`config.mk`:
```
export PLATFORM = sky130hd
export DESIGN_NAME = stereo_soft_clip_distortion_top
export DESIGN_NICKNAME = d
export VERILOG_FILES = /design/src/sscd_pkg.sv /design/src/sscd_ctrl.sv /design/src/sscd_dp.sv /design/src/stereo_soft_clip_distortion_top.sv
export SDC_FILE = /design/constraint.sdc
export NUM_CORES = 2
export LEC_CHECK = 0
export BUFFER_PORTS_ARGS = -buffer_cell sky130_fd_sc_hd__buf_2
export CAP_MARGIN = 20
export CORE_AREA = 5 5 417 419
export CTS_BUF_LIST = sky130_fd_sc_hd__clkbuf_4
export DETAILED_ROUTE_END_ITERATION = 16
export DIE_AREA = 0 0 422 424
export GPL_ROUTABILITY_DRIVEN = 0
export GPL_TIMING_DRIVEN = 0
export SLEW_MARGIN = 10
export SYNTH_ARGS = -nofsm -noshare
export SYNTH_HDL_FRONTEND = slang
export SYNTH_HIERARCHICAL = 1
export SYNTH_SLANG_ARGS = --single-unit
```
`constraint.sdc`:
```
create_clock -name clk -period 9.8 [get_ports clk]
set_input_delay 0.98 -clock clk [delete_from_list [all_inputs] [get_ports clk]]
set_output_delay 0.98 -clock clk [all_outputs]
set_load 0.005 [all_outputs]
```
`src/sscd_pkg.sv`:
```
// Shared types, constants and saturation helpers for the stereo soft-clip
// distortion block. No dependencies; used by every other file in src.
`default_nettype none
package sscd_pkg;

	// Sample and coefficient formats
	localparam int SAMPLE_WIDTH = 24;
	localparam int COEF_WIDTH   = 24;
	localparam int FRAC_BITS    = SAMPLE_WIDTH - 1;
	localparam int COEF_FRAC    = COEF_WIDTH - 2;
	localparam int STATE_W      = 32;
	localparam int DRIVE_W      = 24;
	localparam int MAKEUP_W     = 18;
	localparam int MIX_W        = 17;
	localparam int GAIN_FRAC    = 16;

	// Stream and configuration port widths
	localparam int TDATA_W  = ((2 * SAMPLE_WIDTH + 7) / 8) * 8;
	localparam int CFG_W    = (COEF_WIDTH > DRIVE_W) ? COEF_WIDTH : DRIVE_W;
	localparam int CFG_IDX_W = 3;

	// Shared multiplier operand and product widths
	localparam int MA_W   = (SAMPLE_WIDTH + 1 > STATE_W) ? SAMPLE_WIDTH + 1 : STATE_W;
	localparam int MB_T   = (SAMPLE_WIDTH + 1 > DRIVE_W + 1) ? SAMPLE_WIDTH + 1 : DRIVE_W + 1;
	localparam int MB_W   = (COEF_WIDTH > MB_T) ? COEF_WIDTH : MB_T;
	localparam int PROD_W = MA_W + MB_W;

	// Register indexes
	localparam logic [CFG_IDX_W-1:0] CFG_DRIVE  = 3'd0;
	localparam logic [CFG_IDX_W-1:0] CFG_B0     = 3'd1;
	localparam logic [CFG_IDX_W-1:0] CFG_B1     = 3'd2;
	localparam logic [CFG_IDX_W-1:0] CFG_B2     = 3'd3;
	localparam logic [CFG_IDX_W-1:0] CFG_A1     = 3'd4;
	localparam logic [CFG_IDX_W-1:0] CFG_A2     = 3'd5;
	localparam logic [CFG_IDX_W-1:0] CFG_MAKEUP = 3'd6;
	localparam logic [CFG_IDX_W-1:0] CFG_MIX    = 3'd7;

	// Reset values and fixed numbers
	localparam logic [DRIVE_W-1:0]    DRIVE_RST  = DRIVE_W'(65536);
	localparam logic [COEF_WIDTH-1:0] B0_RST     = COEF_WIDTH'(64'd1 << COEF_FRAC);
	localparam logic [MAKEUP_W-1:0]   MAKEUP_RST = MAKEUP_W'(65536);
	localparam logic [MIX_W-1:0]      MIX_RST    = MIX_W'(32768);
	localparam logic [MIX_W-1:0]      MIX_ONE    = MIX_W'(65536);

	// Clipper: unity, clip limit 2/3 and a reciprocal of three for the cube term
	localparam logic signed [PROD_W-1:0] ONE_P = PROD_W'(64'sd1 <<< FRAC_BITS);
	localparam logic signed [PROD_W-1:0] NEG_ONE_P = -ONE_P;
	localparam logic signed [SAMPLE_WIDTH:0] CLIP_LIM =
		(SAMPLE_WIDTH + 1)'((64'd1 << (FRAC_BITS + 1)) / 64'd3);
	localparam logic [SAMPLE_WIDTH-1:0] RECIP3 =
		SAMPLE_WIDTH'(((64'd1 << (SAMPLE_WIDTH + 1)) + 64'd2) / 64'd3);

	// Saturation bounds
	localparam logic signed [PROD_W-1:0] ST_HI  = PROD_W'((64'sd1 <<< (STATE_W - 1)) - 64'sd1);
	localparam logic signed [PROD_W-1:0] ST_LO  = -ST_HI - PROD_W'(1);
	localparam logic signed [PROD_W-1:0] SMP_HI =
		PROD_W'((64'sd1 <<< (SAMPLE_WIDTH - 1)) - 64'sd1);
	localparam logic signed [PROD_W-1:0] SMP_LO = -SMP_HI - PROD_W'(1);

	// Datapath micro-operations, one multiply each
	typedef enum logic [3:0] {
		OP_DRIVE  = 4'd0,
		OP_SQ     = 4'd1,
		OP_CUBE   = 4'd2,
		OP_DIV3   = 4'd3,
		OP_B0     = 4'd4,
		OP_B1     = 4'd5,
		OP_A1     = 4'd6,
		OP_B2     = 4'd7,
		OP_A2     = 4'd8,
		OP_MAKEUP = 4'd9,
		OP_DRY    = 4'd10,
		OP_WET    = 4'd11
	} op_t;

	localparam op_t OP_LAST = OP_WET;

	// Controller to datapath commands
	typedef struct packed {
		logic load;
		logic mul_en;
		logic acc_en;
		logic push;
		op_t  op;
		logic ch;
	} dp_cmd_t;

	function automatic logic signed [STATE_W-1:0] sat_state(input logic signed [PROD_W-1:0] v);
		logic signed [STATE_W-1:0] r;
		if (v > ST_HI) begin
			r = ST_HI[STATE_W-1:0];
		end else if (v < ST_LO) begin
			r = ST_LO[STATE_W-1:0];
		end else begin
			r = v[STATE_W-1:0];
		end
		return r;
	endfunction

	function automatic logic signed [SAMPLE_WIDTH-1:0] sat_sample(
		input logic signed [PROD_W-1:0] v);
		logic signed [SAMPLE_WIDTH-1:0] r;
		if (v > SMP_HI) begin
			r = SMP_HI[SAMPLE_WIDTH-1:0];
		end else if (v < SMP_LO) begin
			r = SMP_LO[SAMPLE_WIDTH-1:0];
		end else begin
			r = v[SAMPLE_WIDTH-1:0];
		end
		return r;
	endfunction

endpackage
`default_nettype wire

```
`src/sscd_ctrl.sv`:
```
// Sequencer for the stereo soft-clip block: walks each channel through the
// multiply/accumulate steps and runs both stream handshakes. Uses sscd_pkg.
`default_nettype none
module sscd_ctrl import sscd_pkg::*; (
	input  wire logic    clk,
	input  wire logic    arst_n,
	input  wire logic    s_tvalid,
	output logic         s_tready,
	output logic         m_tvalid,
	input  wire logic    m_tready,
	output dp_cmd_t      cmd
);

	typedef enum logic [3:0] {
		ST_IDLE = 4'b0001,
		ST_MUL  = 4'b0010,
		ST_ACC  = 4'b0100,
		ST_PUSH = 4'b1000
	} state_t;

	state_t state_q;
	op_t    op_q;
	logic   ch_q;
	logic   out_valid_q;
	logic   push;

	assign s_tready = (state_q == ST_IDLE);
	assign push     = (state_q == ST_PUSH) && (!out_valid_q || m_tready);
	assign m_tvalid = out_valid_q;

	// Commands to the datapath
	always_comb begin
		cmd.load   = s_tvalid && s_tready;
		cmd.mul_en = (state_q == ST_MUL);
		cmd.acc_en = (state_q == ST_ACC);
		cmd.push   = push;
		cmd.op     = op_q;
		cmd.ch     = ch_q;
	end

	// Step sequencing: one multiply then one accumulate per step
	always_ff @(posedge clk or negedge arst_n) begin
		if (!arst_n) begin
			state_q <= ST_IDLE;
			op_q    <= OP_DRIVE;
			ch_q    <= 1'b0;
		end else begin
			case (state_q)
				ST_IDLE: begin
					if (s_tvalid) begin
						op_q    <= OP_DRIVE;
						ch_q    <= 1'b0;
						state_q <= ST_MUL;
					end
				end
				ST_MUL: begin
					state_q <= ST_ACC;
				end
				ST_ACC: begin
					if (op_q == OP_LAST) begin
						op_q <= OP_DRIVE;
						if (ch_q) begin
							state_q <= ST_PUSH;
						end else begin
							ch_q    <= 1'b1;
							state_q <= ST_MUL;
						end
					end else begin
						op_q    <= op_t'(op_q + 4'd1);
						state_q <= ST_MUL;
					end
				end
				ST_PUSH: begin
					if (push) begin
						state_q <= ST_IDLE;
					end
				end
				default: begin
					state_q <= ST_IDLE;
				end
			endcase
		end
	end

	// Output word valid flag
	always_ff @(posedge clk or negedge arst_n) begin
		if (!arst_n) begin
			out_valid_q <= 1'b0;
		end else if (push) begin
			out_valid_q <= 1'b1;
		end else if (m_tready) begin
			out_valid_q <= 1'b0;
		end
	end

endmodule
`default_nettype wire

```
`src/sscd_dp.sv`:
```
// Datapath for the stereo soft-clip block: configuration registers, one shared
// multiplier, clipper, biquad state and mix. Driven by sscd_ctrl; uses sscd_pkg.
`default_nettype none
module sscd_dp import sscd_pkg::*; (
	input  wire logic                 clk,
	input  wire logic                 arst_n,
	input  wire dp_cmd_t              cmd,
	input  wire logic [TDATA_W-1:0]   s_tdata,
	output logic      [TDATA_W-1:0]   m_tdata,
	input  wire logic                 cfg_we,
	input  wire logic [CFG_IDX_W-1:0] cfg_index,
	input  wire logic [CFG_W-1:0]     cfg_data
);

	// Configuration
	logic        [DRIVE_W-1:0]    drive_q;
	logic signed [COEF_WIDTH-1:0] b0_q, b1_q, b2_q, a1_q, a2_q;
	logic        [MAKEUP_W-1:0]   makeup_q;
	logic        [MIX_W-1:0]      mix_q;

	// Working registers
	logic signed [SAMPLE_WIDTH-1:0] dry_l_q, dry_r_q;
	logic signed [SAMPLE_WIDTH:0]   x_q;
	logic                           clip_q;
	logic                           neg_q;
	logic        [SAMPLE_WIDTH-1:0] tmp_q;
	logic signed [STATE_W-1:0]      y_q;
	logic signed [PROD_W-1:0]       acc_q;
	logic signed [PROD_W-1:0]       prod_q;
	logic signed [STATE_W-1:0]      d1_q [2];
	logic signed [STATE_W-1:0]      d2_q [2];
	logic signed [SAMPLE_WIDTH-1:0] res_q [2];
	logic        [TDATA_W-1:0]      out_q;

	// Combinational helpers
	logic        [MIX_W-1:0]        mix_eff;
	logic        [MIX_W-1:0]        dry_wt;
	logic signed [SAMPLE_WIDTH-1:0] dry;
	logic signed [MA_W-1:0]         op_a;
	logic signed [MB_W-1:0]         op_b;
	logic signed [PROD_W-1:0]       drv;
	logic signed [PROD_W-1:0]       p_coef;
	logic signed [SAMPLE_WIDTH:0]   cube;
	logic signed [SAMPLE_WIDTH:0]   cube_abs;
	logic        [SAMPLE_WIDTH-1:0] quot;
	logic signed [SAMPLE_WIDTH:0]   x_soft;

	assign m_tdata = out_q;

	// Configuration writes
	always_ff @(posedge clk or negedge arst_n) begin
		if (!arst_n) begin
			drive_q  <= DRIVE_RST;
			b0_q     <= B0_RST;
			b1_q     <= '0;
			b2_q     <= '0;
			a1_q     <= '0;
			a2_q     <= '0;
			makeup_q <= MAKEUP_RST;
			mix_q    <= MIX_RST;
		end else if (cfg_we) begin
			case (cfg_index)
				CFG_DRIVE:  drive_q  <= cfg_data[DRIVE_W-1:0];
				CFG_B0:     b0_q     <= cfg_data[COEF_WIDTH-1:0];
				CFG_B1:     b1_q     <= cfg_data[COEF_WIDTH-1:0];
				CFG_B2:     b2_q     <= cfg_data[COEF_WIDTH-1:0];
				CFG_A1:     a1_q     <= cfg_data[COEF_WIDTH-1:0];
				CFG_A2:     a2_q     <= cfg_data[COEF_WIDTH-1:0];
				CFG_MAKEUP: makeup_q <= cfg_data[MAKEUP_W-1:0];
				CFG_MIX:    mix_q    <= cfg_data[MIX_W-1:0];
				default: ;
			endcase
		end
	end

	// Mix weights, wet share limited to one
	assign mix_eff = (mix_q > MIX_ONE) ? MIX_ONE : mix_q;
	assign dry_wt  = MIX_ONE - mix_eff;
	assign dry     = cmd.ch ? dry_r_q : dry_l_q;

	// Multiplier operand selection
	always_comb begin
		op_a = MA_W'(x_q);
		op_b = MB_W'(x_q);
		case (cmd.op)
			OP_DRIVE: begin
				op_a = MA_W'(dry);
				op_b = MB_W'(drive_q);
			end
			OP_SQ: begin
				op_a = MA_W'(x_q);
				op_b = MB_W'(x_q);
			end
			OP_CUBE: begin
				op_a = MA_W'(x_q);
				op_b = MB_W'(tmp_q);
			end
			OP_DIV3: begin
				op_a = MA_W'(tmp_q);
				op_b = MB_W'(RECIP3);
			end
			OP_B0: begin
				op_a = MA_W'(x_q);
				op_b = MB_W'(b0_q);
			end
			OP_B1: begin
				op_a = MA_W'(x_q);
				op_b = MB_W'(b1_q);
			end
			OP_A1: begin
				op_a = MA_W'(y_q);
				op_b = MB_W'(a1_q);
			end
			OP_B2: begin
				op_a = MA_W'(x_q);
				op_b = MB_W'(b2_q);
			end
			OP_A2: begin
				op_a = MA_W'(y_q);
				op_b = MB_W'(a2_q);
			end
			OP_MAKEUP: begin
				op_a = MA_W'(y_q);
				op_b = MB_W'(makeup_q);
			end
			OP_DRY: begin
				op_a = MA_W'(dry);
				op_b = MB_W'(dry_wt);
			end
			OP_WET: begin
				op_a = MA_W'(y_q);
				op_b = MB_W'(mix_eff);
			end
			default: ;
		endcase
	end

	// Shared multiplier, product registered
	always_ff @(posedge clk) begin
		if (cmd.mul_en) begin
			prod_q <= PROD_W'(op_a) * PROD_W'(op_b);
		end
	end

	// Product views used by the accumulate step
	assign drv      = prod_q >>> GAIN_FRAC;
	assign p_coef   = prod_q >>> COEF_FRAC;
	assign cube     = prod_q[FRAC_BITS +: SAMPLE_WIDTH + 1];
	assign cube_abs = cube[SAMPLE_WIDTH] ? -cube : cube;
	assign quot     = prod_q[SAMPLE_WIDTH + 1 +: SAMPLE_WIDTH];
	assign x_soft   = neg_q ? (x_q + (SAMPLE_WIDTH + 1)'(quot))
	                        : (x_q - (SAMPLE_WIDTH + 1)'(quot));

	// Input capture, per-step accumulate and output word
	always_ff @(posedge clk) begin
		if (cmd.load) begin
			dry_l_q <= s_tdata[SAMPLE_WIDTH-1:0];
			dry_r_q <= s_tdata[2*SAMPLE_WIDTH-1:SAMPLE_WIDTH];
		end
		if (cmd.acc_en) begin
			case (cmd.op)
				OP_DRIVE: begin
					// hard limit beyond unity, else keep the driven sample
					clip_q <= (drv > ONE_P) || (drv < NEG_ONE_P);
					if (drv > ONE_P) begin
						x_q <= CLIP_LIM;
					end else if (drv < NEG_ONE_P) begin
						x_q <= -CLIP_LIM;
					end else begin
						x_q <= drv[SAMPLE_WIDTH:0];
					end
				end
				OP_SQ: begin
					tmp_q <= prod_q[FRAC_BITS +: SAMPLE_WIDTH];
				end
				OP_CUBE: begin
					neg_q <= cube[SAMPLE_WIDTH];
					tmp_q <= cube_abs[SAMPLE_WIDTH-1:0];
				end
				OP_DIV3: begin
					// x - cube/3, quotient truncated toward zero
					if (!clip_q) begin
						x_q <= x_soft;
					end
				end
				OP_B0: begin
					y_q <= sat_state(p_coef + PROD_W'(d1_q[cmd.ch]));
				end
				OP_B1: begin
					acc_q <= p_coef + PROD_W'(d2_q[cmd.ch]);
				end
				OP_B2: begin
					acc_q <= p_coef;
				end
				OP_MAKEUP: begin
					// wet value replaces y from here on
					y_q <= sat_state(prod_q >>> GAIN_FRAC);
				end
				OP_DRY: begin
					acc_q <= prod_q;
				end
				OP_WET: begin
					res_q[cmd.ch] <= sat_sample((acc_q + prod_q) >>> GAIN_FRAC);
				end
				default: ;
			endcase
		end
		if (cmd.push) begin
			out_q <= TDATA_W'({res_q[1], res_q[0]});
		end
	end

	// Biquad delay state, cleared by reset
	always_ff @(posedge clk or negedge arst_n) begin
		if (!arst_n) begin
			d1_q[0] <= '0;
			d1_q[1] <= '0;
			d2_q[0] <= '0;
			d2_q[1] <= '0;
		end else if (cmd.acc_en) begin
			if (cmd.op == OP_A1) begin
				d1_q[cmd.ch] <= sat_state(acc_q - p_coef);
			end
			if (cmd.op == OP_A2) begin
				d2_q[cmd.ch] <= sat_state(acc_q - p_coef);
			end
		end
	end

endmodule
`default_nettype wire

```
`src/stereo_soft_clip_distortion_top.sv`:
```
// Top level of the stereo cubic soft-clip distortion block.
// Instantiates sscd_ctrl and sscd_dp; uses sscd_pkg.
//
// Usage:
// - Slave stream s_*: one stereo frame per word, left and right dry samples.
// - Master stream m_*: one processed stereo frame per input word.
// - cfg_*: plain write port for drive, biquad coefficients, makeup and mix.
//   Write only while no frame is in flight.
// - Each frame runs both channels through one shared multiplier, twelve
//   multiply/accumulate steps per channel, each a multiply state then an
//   accumulate state; a new input word is taken only once the previous
//   frame has been moved to the output register.
// - The output word sits in its own register: the next frame is accepted and
//   processed while the previous result waits; if that result is still not
//   taken when the next one finishes, the block holds until it is.
// - Reset clears the biquad delays, restores the register defaults and
//   empties the output register.
`default_nettype none
module stereo_soft_clip_distortion_top import sscd_pkg::*; (
	input  wire logic                 clk,
	input  wire logic                 arst_n,
	input  wire logic                 s_tvalid,
	output logic                      s_tready,
	input  wire logic [TDATA_W-1:0]   s_tdata,   // left_in, right_in
	output logic                      m_tvalid,
	input  wire logic                 m_tready,
	output logic      [TDATA_W-1:0]   m_tdata,   // left_out, right_out
	input  wire logic                 cfg_we,
	input  wire logic [CFG_IDX_W-1:0] cfg_index,
	input  wire logic [CFG_W-1:0]     cfg_data
);

	dp_cmd_t cmd;

	// Step sequencer and handshakes
	sscd_ctrl u_ctrl (
		.clk      (clk),
		.arst_n   (arst_n),
		.s_tvalid (s_tvalid),
		.s_tready (s_tready),
		.m_tvalid (m_tvalid),
		.m_tready (m_tready),
		.cmd      (cmd)
	);

	// Arithmetic and state
	sscd_dp u_dp (
		.clk       (clk),
		.arst_n    (arst_n),
		.cmd       (cmd),
		.s_tdata   (s_tdata),
		.m_tdata   (m_tdata),
		.cfg_we    (cfg_we),
		.cfg_index (cfg_index),
		.cfg_data  (cfg_data)
	);

endmodule
`default_nettype wire

```
== Word-level counts from Yosys, hierarchy flattened ==
Memory sizes are Yosys's and may differ from the RTL's. A register that Yosys moved wholly into a read port is not among the register bits.
Index checks and enable logic that the tools add are counted.
Widths: inputs -> output; s select.
Storage, ports and cells
  flip-flop bits (word level): 562
  bits in writable memories: 48
  input bits: 80
  word-level logic and storage cells: 164
  memories kept: 1
Operators by class
  $add $sub $neg: 9
  $mul: 1
  magnitude comparators: 13
  equality and inequality tests: 26
  muxes and demuxes: 53
  bitwise operators: 1
  reductions and logical operators: 35
Memory list
  u_dp.res_q: depth 2, bits a word 24, rd ports 2, clocked after Yosys merged registers in 2, wr ports 1, RTL line sscd_dp.sv:32  | logic signed [SAMPLE_WIDTH-1:0] res_q [2];
Operators by type and width (count)
  $mux 32: 17
  $pmux 25 s11: 1
  $pmux 57 s3: 1
  $mux 24: 6
  $bwmux 64: 2
  $gt 57x32->1 const B: 2
  $lt 57x32->1 const B: 2
  $mux 25: 4
  $pmux 32 s3: 1
  $lt 41x24->1 const B: 2
  $add 35x32->36: 2
  $pmux 32 s2: 1
  $add 57x57->57: 1
  $mul 32x25->57: 1
  $sub 57x35->57: 1
  $pmux 25 s2: 1
  $pmux 24 s2: 1
  $gt 41x24->1 const B: 1
  $gt 41x25->1 const B: 1
  $gt 41x32->1 const B: 1
  $lt 41x32->1 const B: 1
  $reduce_and 2->1: 17
  $demux 32 s1: 1
  $add 25x24->25: 1
  other kinds (33): 69

== Depth between registers and ports, before layout ==
  word-level depth: 9
  mapped depth: 43
  gate-level depth less buffers: 41

== Modules after synthesis ==
The synthesis kept the hierarchy.
Modules (own cells, without submodules)
  sscd_dp: times used 1, cells an instance 7000, area an instance 66787.8 µm², sequential area each 17927.2 µm²
  sscd_ctrl: times used 1, cells an instance 47, area an instance 529.3 µm², sequential area each 251.5 µm²

== Least setup slack after synthesis ==
Ideal clock, no wire load.
  path kind: flip-flop to flip-flop
  start: register u_ctrl.op_q[2]
  end: register u_dp.prod_q[53] (data pin)
  library setup time: 0.264 ns
  arrival time: 9.682 ns
  slack: -0.146 ns
  stages on the path, launching flop included: 41
  buffers on the path: 7
  period minus slack after synthesis: 9.946 ns
  cells stage by stage: dfrtp_1 inv_1 ha_1 clkbuf_1 and2_0 clkbuf_1 or2_2 clkbuf_1 or3_1 clkbuf_1 clkbuf_1 clkbuf_1 o21ai_1 clkbuf_1 nor2_1 fa_1 inv_1 fa_1 [5 not listed] inv_1 fa_1 inv_1 ha_1 a21o_1 a21o_1 a211oi_1 nor3b_1 a211oi_1 o22ai_1 o31ai_1 a31oi_1 a31oi_1 a221oi_1 a31o_2 nor2_1 a221oi_1 xnor2_1
Between the ends
  word-level cells in the longest chain between the ends: 4
RTL lines
  start, declared: RTL line sscd_ctrl.sv:22  | op_t op_q;
  start signal, assigned: RTL line sscd_ctrl.sv:69  | op_q <= op_t'(op_q + 4'd1);
  $eq 4x4->1, or another cell as far along: RTL line sscd_dp.sv:85  | case (cmd.op)
  $reduce_or 4->1 (no line) or $reduce_or 2->1 (tied branches)
  $pmux 32 s3: RTL line sscd_dp.sv:85
  $mul 32x25->57 *: RTL line sscd_dp.sv:141  | prod_q <= PROD_W'(op_a) * PROD_W'(op_b);
  end signal, assigned: RTL line sscd_dp.sv:141
  end, declared: RTL line sscd_dp.sv:29  | logic signed [PROD_W-1:0] prod_q;
Mark *: on every way between the ends. The rest lies on a longest branch, timed or not.
A chain may end at the register's enable or synchronous reset.

== Final worst setup path ==
  start: register u_ctrl.op_q[3]
  end: register u_dp.prod_q[54] (data pin)
Same word-level chain as after synthesis.

==> flow_metrics.py <==
metrics = {
    "status": {
        "outcome": "completed",
    },
    "setup_path": {
        "path_class": "flip-flop to flip-flop",
        "rrSetupSlack_ns": 0.06,
        "startpoint_type": "flip-flop",
        "cpPeakStageDelay_ns": 0.59,
        "r2r-end": "u_dp/prod_q[54]",
        "arrival_ns": 10.60,
        "cp-end-kind": "flip-flop",
        "rr_startpoint": "u_ctrl/op_q[3]",
        "startpoint": "u_ctrl/op_q[3]",
        "crit_path_frequent_cell": "fa_1",
        "r2r_cells": 40,
        "crit_slowest_cell": "fa_2",
        "worstSetupEndpoint": "u_dp/prod_q[54]",
        "cp.required_ns": 10.66,
        "critPathMaxFanout": 10,
    },
    "synth": {
        "synth_cell_types": 112,
        "ys_async_sr_fraction": 0.482,
        "syn_nets": 8319,
        "synth-edff-count": 341,
        "avgSynthCellArea_um2": 9.55,
        "ys_warn_count": 6,
        "synthCells": 7047,
        "ys_seq_elements": 658,
        "synthesis.area_um2": 67300,
        "ys_seq_area_frac": 0.270,
        "synth-main-ff-cell": "edfxtp_1",
    },
    "route": {
        "drc": 0,
        "drt_iter0_drc": 6414,
        "vias": 56445,
        "totalWireLength_um": 250000,
        "vias_per_cell": 5.70,
        "wl_per_cell_um": 25.2,
        "firstDrtPassIters": 9,
        "final_antenna_net_count": 0,
    },
    "sta": {
        "rsz0062_at_grt": "yes",
        "tightest_slew_ns": 1.18,
        "slew-limit-headroom": 0.212,
        "clock-skew-final_ns": 0.142,
        "hold_viol": 0,
        "final_max_slew_viol_count": 0,
        "finalCritPeriodShare": 0.994,
        "setup_viol": 0,
        "fmax_mhz": 103,
        "post-route-min-period_ns": 9.74,
        "whs_ns": 0.212,
    },
    "clock_network": {
        "clockBufferDepth": 3,
        "cts_root_buf": "clkbuf_4",
        "cts_tree": "done",
        "numCtsBuffers": 172,
        "htree_levels": 4,
        "clkSinkCount": 658,
        "worstSkewPairLatency_ns": 1.17,
        "clk_pin_slew_worst_paths_ns": 0.06,
    },
    "global_routing": {
        "grt_util_all_layers": 0.275,
        "first_global_vias": 56857,
        "antenna_found_initial": 13,
        "grt_overflow": 0,
        "grt_first_pass_wirelength_um": 368000,
        "grt_max_degree": 113,
    },
    "finish": {
        "layout_common_cells": "inv_1, fa_1, nor2_1, nand2_1, a21oi_1",
        "layout.nets": 8793,
        "layout_commonest_cell": "inv_1",
        "syn_to_final_growth_pct": 15.3,
        "layout.cells.non_filler": 9899,
        "n_fill_cell": 16139,
        "multi_input_comb_area_um2": 45100,
        "drive_above_1_share": 0.178,
        "fin_util": 0.456,
        "seqCellArea_um2": 18200,
    },
    "floorplanning": {
        "die_h_um": 424,
        "fp.dieArea_um2": 179000,
        "die_w_um": 422,
        "num_rows": 152,
        "initial_utilization": 0.395,
        "io-pin-count": 130,
        "core-area_um2": 170000,
    },
    "placed_design": {
        "hpwl_um": 195000,
        "dp.cells": 9431,
        "numPortBuffers": 125,
    },
    "min_path": {
        "worstHoldPathType": "primary input to flip-flop",
    },
    "job": {
        "timing.max_cap.violations": 0,
    },
}
through the flow:
step                      instance area [um^2]  setup TNS [ns]  worst slack (ns)
final                                    77600               0            0.0604
after floorplan                          67300               0           0.00570
after detailed placement                 71100         -112.38             -4.19
after CTS                                76700         -0.0160           -0.0160
after global routing                     77600          -0.771            -0.235
after global placement                   70800         -171.11             -4.21
cell type report:
type | count | share of cell area
clock inverters | 53 | 0.00432
diodes | 10 | 0.000322
multi-input cells | 4936 | 0.581
flip-flops and latches | 658 | 0.234
plain buffers | 312 | 0.0333
clock buffers | 256 | 0.0248
repair buffers | 323 | 0.0319
well taps | 2233 | 0.0360
inverters | 1118 | 0.0541
critical path: cells and delay by family (launching register included):
| family | cells | cell delay (ns) |
|---|---|---|
| adder cells (fa/ha/maj) | 9 | 4.14 |
| AO/OA/AOI/OAI | 11 | 1.68 |
| buffers and inverters | 12 | 1.57 |
| AND/OR/NAND/NOR | 7 | 1.53 |
| flip-flops | 1 | 0.41 |
| XOR/XNOR | 1 | 0.16 |
how the worst min path moves through the flow:
| stage | endpoint | cells past startpoint | from | slack [ns] |
|---|---|---|---|---|
| 6_report | u_dp/b0_q[23] | 2 | cfg_data[23] | 0.21 |
| 3_3_place_gp | u_dp/m_tdata[34] | 0 | u_dp/res_q[1][10] | 0.40 |
| 5_1_grt | u_dp/drive_q[23] | 2 | cfg_data[23] | 0.12 |
| 3_5_place_dp | u_dp/m_tdata[11] | 0 | u_dp/res_q[0][11] | 0.40 |
| 2_1_floorplan | u_dp/m_tdata[0] | 0 | u_dp/res_q[0][0] | 0.40 |
| 4_1_cts | u_dp/a2_q[5] | 2 | cfg_data[5] | 0.02 |
kinds of logic (layout without fill, tap and decap cells):
family,count (synthesis),count (layout),share of synthesized area
AO/OA/AOI/OAI,1319,1319,0.127
buffers and inverters,1454,2062,0.0842
other,0,10,0
XOR/XNOR,274,274,0.0358
flip-flops,658,658,0.270
multiplexers,279,279,0.0465
AND/OR/NAND/NOR,1871,1872,0.123
adder cells (fa/ha/maj),1192,1192,0.313
routing by layer:
metal,global-route usage,share of wire,vias up
met2,0.417,0.43,3306
met4,0.160,0.069,8
li1,-,-,24251
met1,0.350,0.38,28078
met5,0.00215,0.00078,-
met3,0.0831,0.12,802
state kept, by name, summed over array words and instances (netlist names), 4 cells and up:
name	flops
u_dp/tmp_q	24
u_dp/dry_l_q	24
u_dp/mix_q	17
u_dp/b0_q	24
u_dp/acc_q	57
u_dp/d1_q	64
u_dp/drive_q	24
u_ctrl/op_q	4
u_dp/b2_q	24
u_dp/m_tdata	48
u_dp/b1_q	24
u_dp/prod_q	57
u_dp/dry_r_q	24
u_dp/makeup_q	18
u_dp/res_q	48
u_ctrl/state_q	4
u_dp/a1_q	24
u_dp/d2_q	64
u_dp/y_q	32
u_dp/x_q	25
u_dp/a2_q	24
synth_stat cells (30+ instances only):
library cell,number,area [um^2]
xnor2_1,185,1620
inv_1,1115,4190
o211ai_1,49,368
nand2_1,637,2390
nor2b_1,48,300
a221oi_1,30,263
a31oi_1,35,219
nor2_1,699,2620
nor3_1,55,275
a211oi_1,35,263
xor2_1,88,771
a21oi_1,445,2230
ha_1,369,4620
edfxtp_1,341,10200
mux2_2,271,3050
a21o_1,130,976
a22oi_1,89,668
nand2b_1,82,513
o21a_1,53,398
dfrtp_1,312,7810
fa_1,823,16500
nand4_1,48,300
nand3_1,107,536
and2_1,50,313
clkbuf_1,287,1080
o21ai_0,216,1080
repair_timing:
action                                  CTS  global route
buffers inserted                         67            45
endpoints found under the setup margin   45            18
pin swaps                                59            39
hold buffers                             58             0
gates resized for setup                 644           185
hold endpoints to repair                256             0
cloned                                    1             2
Power is not shown: default switching activity piles up to over one toggle a cycle in this logic, so the estimate is an artifact.
